### config.mk
export PLATFORM = sky130hd
export DESIGN_NAME = bdq_ctrl
export DESIGN_NICKNAME = d
export VERILOG_FILES = /design/src/design/bdq_pkg.sv /design/src/design/bdq_ctrl.sv
export SDC_FILE = /design/constraint.sdc
export NUM_CORES = 1
export LEC_CHECK = 0
export ABC_AREA = 0
export BUFFER_PORTS_ARGS = -buffer_cell sky130_fd_sc_hd__buf_4
export CAP_MARGIN = 20
export CORE_ASPECT_RATIO = 0.75
export CORE_UTILIZATION = 40
export DETAILED_ROUTE_END_ITERATION = 10
export PLACE_DENSITY = 0.64
export SYNTH_ARGS = -nofsm -noshare
export SYNTH_HDL_FRONTEND = slang
export SYNTH_SLANG_ARGS = --single-unit
### constraint.sdc
create_clock -name clk -period 8.26 [get_ports clk]
set_input_delay 0.413 -clock clk [delete_from_list [all_inputs] [get_ports clk]]
set_output_delay 0.413 -clock clk [all_outputs]
set_load 0.05 [all_outputs]
### src/design/bdq_pkg.sv
// Shared types and constants for the bounded double-ended queue.
// No dependencies; used by bdq_ram, bdq_ctrl and bounded_double_ended_queue.
package bdq_pkg;

  localparam int DATA_W        = 32;
  localparam int CNT_W         = 11;
  localparam int CMD_W         = 2;
  localparam int DEPTH_DEFAULT = 1024;

  localparam logic [CNT_W-1:0]         CAP_RESET  = 11'd1024;
  localparam logic signed [DATA_W-1:0] EMPTY_WORD = -32'sd1;

  typedef enum logic [CMD_W-1:0] {
    CMD_INS_FRONT = 2'd0,
    CMD_INS_REAR  = 2'd1,
    CMD_DEL_FRONT = 2'd2,
    CMD_DEL_REAR  = 2'd3
  } cmd_t;

  typedef enum logic {
    ST_RUN  = 1'b0,
    ST_READ = 1'b1
  } state_t;

endpackage

### src/design/bdq_ctrl.sv
// Queue control: head/tail pointers, count, capacity register, cached end words
// and the result register. Depends on bdq_pkg; drives the bdq_ram ports.
module bdq_ctrl #(
  parameter int DEPTH = bdq_pkg::DEPTH_DEFAULT,
  parameter int AW    = $clog2(DEPTH)
) (
  input  logic                              clk,
  input  logic                              rst_n,
  input  logic                              cfg_wr_en,
  input  logic [bdq_pkg::CNT_W-1:0]         cfg_capacity,
  input  logic                              in_valid,
  output logic                              in_stall,
  input  logic [bdq_pkg::CMD_W-1:0]         in_cmd,
  input  logic signed [bdq_pkg::DATA_W-1:0] in_value,
  output logic                              out_valid,
  input  logic                              out_stall,
  output logic                              out_ok,
  output logic signed [bdq_pkg::DATA_W-1:0] out_front_value,
  output logic signed [bdq_pkg::DATA_W-1:0] out_rear_value,
  output logic                              out_empty_flag,
  output logic                              out_full_flag,
  output logic [bdq_pkg::CNT_W-1:0]         out_entry_count,
  output logic                              ram_we,
  output logic [AW-1:0]                     ram_waddr,
  output logic signed [bdq_pkg::DATA_W-1:0] ram_wdata,
  output logic                              ram_re,
  output logic [AW-1:0]                     ram_raddr,
  input  logic signed [bdq_pkg::DATA_W-1:0] ram_rdata
);

  localparam int CW      = bdq_pkg::CNT_W;
  localparam int CAP_TOP = (1 << CW) - 1;
  localparam int CAP_MAX = (DEPTH > CAP_TOP) ? CAP_TOP : DEPTH;
  localparam logic [AW-1:0] LAST = AW'(DEPTH - 1);

  bdq_pkg::state_t state_r, state_nxt;
  logic [AW-1:0]   head_r, head_nxt;
  logic [AW-1:0]   tail_r, tail_nxt;
  logic [CW-1:0]   count_r, count_nxt;
  logic [CW-1:0]   cap_r, cap_nxt;
  logic            out_valid_r, out_valid_nxt;
  logic            ok_r, ok_nxt;
  logic            full_r, full_nxt;
  logic            pend_front_r, pend_front_nxt;
  logic signed [bdq_pkg::DATA_W-1:0] front_r, front_nxt;
  logic signed [bdq_pkg::DATA_W-1:0] rear_r, rear_nxt;

  logic            acc;
  logic            full_now;
  logic            empty_now;
  logic [CW-1:0]   cap_eff;
  logic [AW-1:0]   head_inc, head_dec, tail_inc, tail_dec, tail_dec2;
  bdq_pkg::cmd_t   cmd;

  always_comb begin
    head_inc  = (head_r == LAST) ? '0 : head_r + 1'b1;
    head_dec  = (head_r == '0) ? LAST : head_r - 1'b1;
    tail_inc  = (tail_r == LAST) ? '0 : tail_r + 1'b1;
    tail_dec  = (tail_r == '0) ? LAST : tail_r - 1'b1;
    tail_dec2 = (tail_dec == '0) ? LAST : tail_dec - 1'b1;
  end

  assign cap_eff   = (cap_r > CW'(CAP_MAX)) ? CW'(CAP_MAX) : cap_r;
  assign full_now  = (count_r >= cap_eff);
  assign empty_now = (count_r == '0);
  assign in_stall  = (state_r != bdq_pkg::ST_RUN) || (out_valid_r && out_stall);
  assign acc       = in_valid && !in_stall;
  assign cmd       = bdq_pkg::cmd_t'(in_cmd);

  always_comb begin
    state_nxt      = state_r;
    head_nxt       = head_r;
    tail_nxt       = tail_r;
    count_nxt      = count_r;
    cap_nxt        = cfg_wr_en ? cfg_capacity : cap_r;
    out_valid_nxt  = out_valid_r && out_stall;
    ok_nxt         = ok_r;
    full_nxt       = full_r;
    pend_front_nxt = pend_front_r;
    front_nxt      = front_r;
    rear_nxt       = rear_r;
    ram_we         = 1'b0;
    ram_waddr      = head_dec;
    ram_wdata      = in_value;
    ram_re         = 1'b0;
    ram_raddr      = head_inc;

    unique case (state_r)
      bdq_pkg::ST_RUN: begin
        if (acc) begin
          ok_nxt        = 1'b0;
          out_valid_nxt = 1'b1;
          unique case (cmd)
            bdq_pkg::CMD_INS_FRONT: begin
              if (!full_now) begin
                head_nxt  = head_dec;
                ram_we    = 1'b1;
                ram_waddr = head_dec;
                count_nxt = count_r + 1'b1;
                front_nxt = in_value;
                if (empty_now) begin
                  rear_nxt = in_value;
                end
                ok_nxt = 1'b1;
              end
            end
            bdq_pkg::CMD_INS_REAR: begin
              if (!full_now) begin
                tail_nxt  = tail_inc;
                ram_we    = 1'b1;
                ram_waddr = tail_r;
                count_nxt = count_r + 1'b1;
                rear_nxt  = in_value;
                if (empty_now) begin
                  front_nxt = in_value;
                end
                ok_nxt = 1'b1;
              end
            end
            bdq_pkg::CMD_DEL_FRONT: begin
              if (!empty_now) begin
                head_nxt       = head_inc;
                count_nxt      = count_r - 1'b1;
                ram_re         = 1'b1;
                ram_raddr      = head_inc;
                pend_front_nxt = 1'b1;
                state_nxt      = bdq_pkg::ST_READ;
                out_valid_nxt  = 1'b0;
                ok_nxt         = 1'b1;
              end
            end
            bdq_pkg::CMD_DEL_REAR: begin
              if (!empty_now) begin
                tail_nxt       = tail_dec;
                count_nxt      = count_r - 1'b1;
                ram_re         = 1'b1;
                ram_raddr      = tail_dec2;
                pend_front_nxt = 1'b0;
                state_nxt      = bdq_pkg::ST_READ;
                out_valid_nxt  = 1'b0;
                ok_nxt         = 1'b1;
              end
            end
            default: ;
          endcase
          full_nxt = (count_nxt >= cap_eff);
        end
      end
      bdq_pkg::ST_READ: begin
        // new end word arrives from the store; publish the result now
        if (pend_front_r) begin
          front_nxt = ram_rdata;
        end else begin
          rear_nxt = ram_rdata;
        end
        out_valid_nxt = 1'b1;
        state_nxt     = bdq_pkg::ST_RUN;
      end
      default: state_nxt = bdq_pkg::ST_RUN;
    endcase
  end

  always_ff @(posedge clk) begin
    if (!rst_n) begin
      state_r     <= bdq_pkg::ST_RUN;
      head_r      <= '0;
      tail_r      <= '0;
      count_r     <= '0;
      cap_r       <= bdq_pkg::CAP_RESET;
      out_valid_r <= 1'b0;
    end else begin
      state_r     <= state_nxt;
      head_r      <= head_nxt;
      tail_r      <= tail_nxt;
      count_r     <= count_nxt;
      cap_r       <= cap_nxt;
      out_valid_r <= out_valid_nxt;
    end
  end

  always_ff @(posedge clk) begin
    ok_r         <= ok_nxt;
    full_r       <= full_nxt;
    pend_front_r <= pend_front_nxt;
    front_r      <= front_nxt;
    rear_r       <= rear_nxt;
  end

  assign out_valid       = out_valid_r;
  assign out_ok          = ok_r;
  assign out_empty_flag  = (count_r == '0);
  assign out_full_flag   = full_r;
  assign out_entry_count = count_r;
  assign out_front_value = (count_r == '0) ? bdq_pkg::EMPTY_WORD : front_r;
  assign out_rear_value  = (count_r == '0) ? bdq_pkg::EMPTY_WORD : rear_r;

`ifndef SYNTH
  a_count_bound: assert property (@(posedge clk) disable iff (!rst_n)
    count_r <= CW'(CAP_MAX))
    else $error("entry count beyond store depth");

  a_read_no_result: assert property (@(posedge clk) disable iff (!rst_n)
    state_r == bdq_pkg::ST_READ |-> !out_valid_r)
    else $error("result shown while end word fetch pending");

  a_del_goes_read: assert property (@(posedge clk) disable iff (!rst_n)
    (acc && ram_re) |=> (state_r == bdq_pkg::ST_READ))
    else $error("delete did not fetch new end word");

  a_refused_stable: assert property (@(posedge clk) disable iff (!rst_n)
    (acc && !ok_nxt) |=> ($stable(count_r) && $stable(head_r) && $stable(tail_r)))
    else $error("refused operation changed queue state");

  a_no_write_on_read: assert property (@(posedge clk) disable iff (!rst_n)
    !(ram_we && ram_re))
    else $error("store written and read in one cycle");
`endif

endmodule

**After elaboration in Yosys (flattened, before gate mapping)**

Cells that the tools add are included.

- Add/sub/neg operators: 7
- Order comparisons: 3
- Equal/unequal tests: 17
- Multiplexer cells: 55
- Bitwise gates (word level): 1
- Reduce and logical (&&, ||, !) cells: 20

Operator list:

| kind | number |
|---|---|
| two-way mux 32 bit | 9 |
| one-hot mux 32 bit (2 select lines) | 4 |
| two-way mux 10 bit | 17 |
| two-way mux 11 bit | 5 |
| one-hot mux 10 bit (2 select lines) | 2 |
| logical NOT 10 bit | 3 |
| subtractor 10 x 1 -> 10 bit (second input constant) | 3 |
| greater-or-equal comparator 11 bit | 2 |
| one-hot mux 11 bit (2 select lines) | 1 |
| adder 10 x 1 -> 10 bit (second input constant) | 2 |
| equality test 10 bit (second input constant) | 2 |
| AND reduction 5 bit | 3 |
| two-way mux 1 bit | 13 |
| inequality test 2 bit (second input constant) | 6 |
| inequality test 3 bit (second input constant) | 4 |
| AND reduction 6 bit | 2 |
| adder 11 x 1 -> 11 bit (second input constant) | 1 |
| greater-than comparator 11 bit (second input constant) | 1 |
| logical NOT 11 bit | 1 |
| subtractor 11 x 1 -> 11 bit (second input constant) | 1 |
| one-hot mux 1 bit (2 select lines) | 4 |
| nonzero test 2 bit | 3 |
| equality test 2 bit (second input constant) | 2 |
| OR reduction 2 bit | 2 |
| 9 further kinds | 10 |

- Flip-flop bits (word level): 111
- Word-level logic and storage cells: 114

**Longest topological paths before layout**

- Depth after elaboration: 8
- Mapped depth: 18
- Gate-level depth less buffers: 16

**Least setup slack after synthesis**

No wires, ideal clock.

- Kind: register to register
- Start point: register cap_r[10]
- End point: register front_r[0] (netlist bit), enable pin
- Arrival: 4.267 ns
- Data required time: 7.821 ns
- Path slack: 3.554 ns
- Cell stages (with the launch flop): 13
- Path buffers: 3
- Cells stage by stage: dfxtp_1 -> inv_1 -> clkbuf_1 -> nand2_1 -> ha_1 -> or4_1 -> a211o_1 -> a41oi_2 -> o21a_1 -> buf_4 -> buf_2 -> nand2_1 -> a32oi_1

- Longest elaborated chain between the ends: 5

Ends and longest elaborated chain:

| what | RTL line | source |
|---|---|---|
| from (decl) | bdq_ctrl.sv:40 | `logic [CW-1:0] cap_r, cap_nxt;` |
| from (signal assigned) | bdq_ctrl.sv:169 | `cap_r <= bdq_pkg::CAP_RESET;` |
| from (signal assigned) | bdq_ctrl.sv:176 | `cap_r <= cap_nxt;` |
| greater-than comparator 11 bit | bdq_ctrl.sv:63 | `assign cap_eff = (cap_r > CW'(CAP_MAX)) ? CW'(CAP_MAX) : cap_r;` |
| two-way mux 11 bit (*) | bdq_ctrl.sv:63 |  |
| greater-or-equal comparator 11 bit (*) | bdq_ctrl.sv:64 | `assign full_now = (count_r >= cap_eff);` |
| inequality test 3 bit (no source line) | -- |  |
| AND reduction 6 bit (no source line) (*) | -- |  |
| to (signal assigned) | bdq_ctrl.sv:185 | `front_r <= front_nxt;` |
| to (decl) | bdq_ctrl.sv:45 | `logic signed [bdq_pkg::DATA_W-1:0] front_r, front_nxt;` |

Every way passes the cells marked *; elsewhere a longest branch is shown, timed or not.
A chain may end at the register's enable or synchronous reset.

**Final worst setup path**

- Start point: register count_r[0] (netlist: out_entry_count[0])
- End point: register full_r (netlist: out_full_flag), data pin

- Longest elaborated chain between the ends: 6

Ends and longest elaborated chain:

| what | RTL line | source |
|---|---|---|
| from (decl) | bdq_ctrl.sv:39 | `logic [CW-1:0] count_r, count_nxt;` |
| from (signal assigned) | bdq_ctrl.sv:175 | `count_r <= count_nxt;` |
| subtractor 11 x 1 -> 11 bit, or another cell as far along | bdq_ctrl.sv:123, bdq_ctrl.sv:135 |  |
| two-way mux 11 bit (on tied branches) | -- |  |
| one-hot mux 11 bit (2 select lines) (*) | bdq_ctrl.sv:93 | `unique case (cmd)` |
| two-way mux 11 bit (*) | bdq_ctrl.sv:90 | `if (acc) begin` |
| two-way mux 11 bit (*) | bdq_ctrl.sv:88 | `unique case (state_r)` |
| greater-or-equal comparator 11 bit (*) | bdq_ctrl.sv:146 | `full_nxt = (count_nxt >= cap_eff);` |
| to (signal assigned) | bdq_ctrl.sv:183 | `full_r <= full_nxt;` |
| to (decl) | bdq_ctrl.sv:43 | `logic full_r, full_nxt;` |

Every way passes the cells marked *; elsewhere a longest branch is shown, timed or not. The select of a mux whose other input is x is not followed.

==> results.md <==
- The endpoint arrival time on the critical path is 4.40 ns.
- The total of flip-flops plus latches after synthesis is 111.
- The cell accounting for the most synthesized area is sky130_fd_sc_hd__edfxtp_1.
- The number of core rows is 43.
- The relative max-transition margin is 32.1%.
- The area share of the largest cell type after synthesis is 26.7%.
- Clock tree synthesis found a total of 111 sinks.
- In this run the post-CTS setup repair buffer count came out at 0.
- When the netlist entered floorplanning its net count stood at 929.
- In this run the mean area of a mapped cell was 9.21 um2.
- The final critical-path required period is 4.30 ns.
- The hold-fix buffer count after cts is 0.
- The share of the Yosys chip area taken by registers is 38.4%.
- The startpoint kind of the worst setup timing path is a register.
- The via count of the first global-routing pass is 5969.
- The post-route antenna net violation count is 0.
- The number of input and output port buffers inserted is 215.
- The H-tree was split into 3 levels.
- The path type of the worst min-delay path is primary input to register.
- The die area is 0.0194 mm2.
- The flow ran to the end, and the final reports show no timing, DRC or antenna violations.
- The first-iteration detailed-routing DRC count is 589.
- The final core utilization is 50.4%.
- The number of nets in the layout is 1066.
- Counting the buffers created by CTS gives 9.
- After detailed routing, the average wire length per cell comes to 17.2 um.
- In this run the vertical extent of the chip is 121 um.
- The number of failing setup endpoints in the final timing report is 0.
- The DRC violation count after routing is 0.
- STA classifies the critical path endpoint as a register.
- Detailed placement ended at an HPWL of 15300 um.
- Across every metal layer, demand over resource in global routing totals 21.2%.
- The count of endpoints failing hold in the final timing report was 0.
- The first global-routing pass estimated 32400 um of wire.
- The area of the mapped netlist is 0.00754 mm2.
- For the pin with the worst max-slew slack, the measured transition is 1.02 ns.
- The pre-antenna-repair detailed-routing pass consisted of 5 iterations.
- The period utilization is 52.0%.
- Dividing the detail-routed via count by the number of cells gives 5.38.
- In this run, synthesis inferred 67 flip-flops with an integrated enable.
- Setup repair after global routing left no endpoint under its margin.
- Static timing analysis puts the maximum clock frequency at 0.233 GHz.
- The clock latency on the worst-skew pair is 0.36 ns.
- In this run, distinct cell masters in the synthesized netlist total 71.
- Entering global routing, the biggest net connects 70 pins.
- In this run the cell area measured after placement is 0.00898 mm2.
- The required arrival time at the worst endpoint is 8.37 ns.
- The final layout contains routed wiring with a total length of 20800 um.
- By area the synthesized netlist is led by sky130_fd_sc_hd__edfxtp_1, sky130_fd_sc_hd__dfxtp_1, sky130_fd_sc_hd__nand2b_1, sky130_fd_sc_hd__mux2_2, sky130_fd_sc_hd__ha_1.
- The number of maximum-capacitance constraint violations is 0.
- The sum of negative setup slack is 0 ns.
- The count of pins over their slew limit is 0.
- The die extent in x is 160 um.
- Across the routed clock network, the largest skew measured is 0.0122 ns.
- The clock-pin slew on the worst setup and hold paths is 0.08 ns.
- Compared with the post-synthesis result, the final layout area differs by 23.4%.
- The count of inserted antenna diode cells is 0.
- TritonCTS built the clock tree.
- The final weighted congestion in routability-driven placement is 0.914.
- The library cell with the highest instance count after synthesis is sky130_fd_sc_hd__nand2b_1.
- The post-route worst setup slack is 3.96 ns.
- The core box area is 0.0185 mm2.
- The maximum fanout along the worst path is 69.
- The total congestion overflow is 0.
- After clock tree synthesis, the repair step resized 0 gates.
- The count of yosys warnings during synthesis is 0.
- 216 I/O pins were placed.
- The number of antenna violations at the first check in global routing was 0.
- The fraction of layout cells with a size suffix above 1 is 30.0%.
- By count the netlist is led by sky130_fd_sc_hd__nand2b_1, sky130_fd_sc_hd__nand2_1, sky130_fd_sc_hd__edfxtp_1.
- After technology mapping, the gate count stands at 818.
- The initial standard-cell utilization of the core is 40.8%.
- The setup slack after placement is 3.98 ns.
- The predominant post-synthesis flop cell is sky130_fd_sc_hd__edfxtp_1.
- No sink is reached through more buffers than the 2 on the longest clock path.
- The overall via count from detail_route is 6494.
- In the synthesized netlist the async set-or-reset flop fraction comes to 0%.
- The critical path is of the register to register type.
- The library cell used as clock root buffer is sky130_fd_sc_hd__clkbuf_16.
- The post-route cell area is 0.00930 mm2.
## layout by cell type, fill, tap and decap left out, types with 6 or more instances in the layout
master	Yosys	final
sky130_fd_sc_hd__a21o_1	6	6
sky130_fd_sc_hd__or3_1	6	6
sky130_fd_sc_hd__nand2b_1	81	81
sky130_fd_sc_hd__xor2_1	16	16
sky130_fd_sc_hd__a31oi_1	6	6
sky130_fd_sc_hd__nand3_1	18	17
sky130_fd_sc_hd__nor3_1	14	14
sky130_fd_sc_hd__or4_1	8	8
sky130_fd_sc_hd__ha_1	29	29
sky130_fd_sc_hd__clkbuf_16	0	9
sky130_fd_sc_hd__nand2_1	76	76
sky130_fd_sc_hd__and2_1	7	7
sky130_fd_sc_hd__dfxtp_1	44	43
sky130_fd_sc_hd__mux2_2	38	38
sky130_fd_sc_hd__inv_1	24	24
sky130_fd_sc_hd__buf_4	33	219
sky130_fd_sc_hd__a211oi_1	11	11
sky130_fd_sc_hd__xnor2_1	19	19
sky130_fd_sc_hd__mux2i_1	24	24
sky130_fd_sc_hd__edfxtp_1	67	67
sky130_fd_sc_hd__nor2_1	44	44
sky130_fd_sc_hd__o21ai_0	37	37
sky130_fd_sc_hd__a21oi_1	43	43
sky130_fd_sc_hd__and3_1	9	9
## per-stage QoR
step / instances / hold WS [ns]
2_1_floorplan: 818 / 0.452
3_3_place_gp: 1191 / 0.483
3_5_place_dp: 1191 / 0.488
4_1_cts: 1207 / 0.279
5_1_grt: 1207 / 0.285
6_report: 1207 / 0.294
## kinds of logic after synthesis
kind of cell	Yosys count	synth area share, %
flip-flops	111	38.4
AND/OR/NAND/NOR	289	20.0
multiplexers	62	8.87
AO/OA/AOI/OAI	175	15.7
XOR/XNOR	35	4.07
buffers and inverters	117	8.17
adder cells (fa/ha/maj)	29	4.81
## path summary, 6_finish.rpt
check | start | endpoint | slack (ns) | cells past startpoint
setup / recovery | out_entry_count[0]$_SDFFE_PN0P_ | out_full_flag$_DFFE_PP_ | 3.96 | 15
hold / removal | cfg_capacity[5] | cap_r[5]$_SDFFE_PN0P_ | 0.29 | 3
setup reg to reg | out_entry_count[0]$_SDFFE_PN0P_ | out_full_flag$_DFFE_PP_ | 3.96 | 15
hold reg to reg | cap_r[1]$_SDFFE_PN0P_ | cap_r[1]$_SDFFE_PN0P_ | 0.51 | 2
## sequential cells by signal (all words and copies together), names as in the netlist
name / count
front_r: 32
rear_r: 32
cap_r: 11
out_entry_count: 11
head_r: 10
tail_r: 10
out_full_flag: 1
out_ok: 1
out_valid: 1
pend_front_r: 1
state_r: 1
## layer usage
layer / GRT usage (%) / wire length, um / up-vias
li1: - / - / 3187
met4: 5.48 / 231 / 0
met3: 3.86 / 1420 / 20
met1: 30.1 / 9700 / 3036
met5: 0 / 0 / -
met2: 33.0 / 9420 / 251
## critical path, cell delays in order, from the launching register on
cell,delay [ns]
sky130_fd_sc_hd__dfxtp_1,0.46
sky130_fd_sc_hd__inv_1,0.13
sky130_fd_sc_hd__ha_1,0.25
sky130_fd_sc_hd__nor3b_1,0.19
sky130_fd_sc_hd__nand3_2,0.10
sky130_fd_sc_hd__buf_4,0.55
sky130_fd_sc_hd__nand2_1,0.68
sky130_fd_sc_hd__nand2_1,0.34
sky130_fd_sc_hd__xnor2_1,0.18
sky130_fd_sc_hd__ha_1,0.26
sky130_fd_sc_hd__nand2b_1,0.14
sky130_fd_sc_hd__a21o_1,0.18
sky130_fd_sc_hd__a21oi_1,0.12
sky130_fd_sc_hd__o21ai_0,0.12
sky130_fd_sc_hd__a41oi_1,0.22
sky130_fd_sc_hd__o21ai_0,0.11
## cell type report
cell class                 instances  area, um2
clock inverter                     7       90.1
sequential                       111       2890
multi-input combinational        590       4050
tap                              247        309
inverter                          24       90.1
fill                            1759       9150
timing repair buffer             219       1640
clock buffer                       9        225
Power is left out: the tool's default activity adds up to more than one toggle a clock period on the data nets, which glitch-free logic cannot reach.
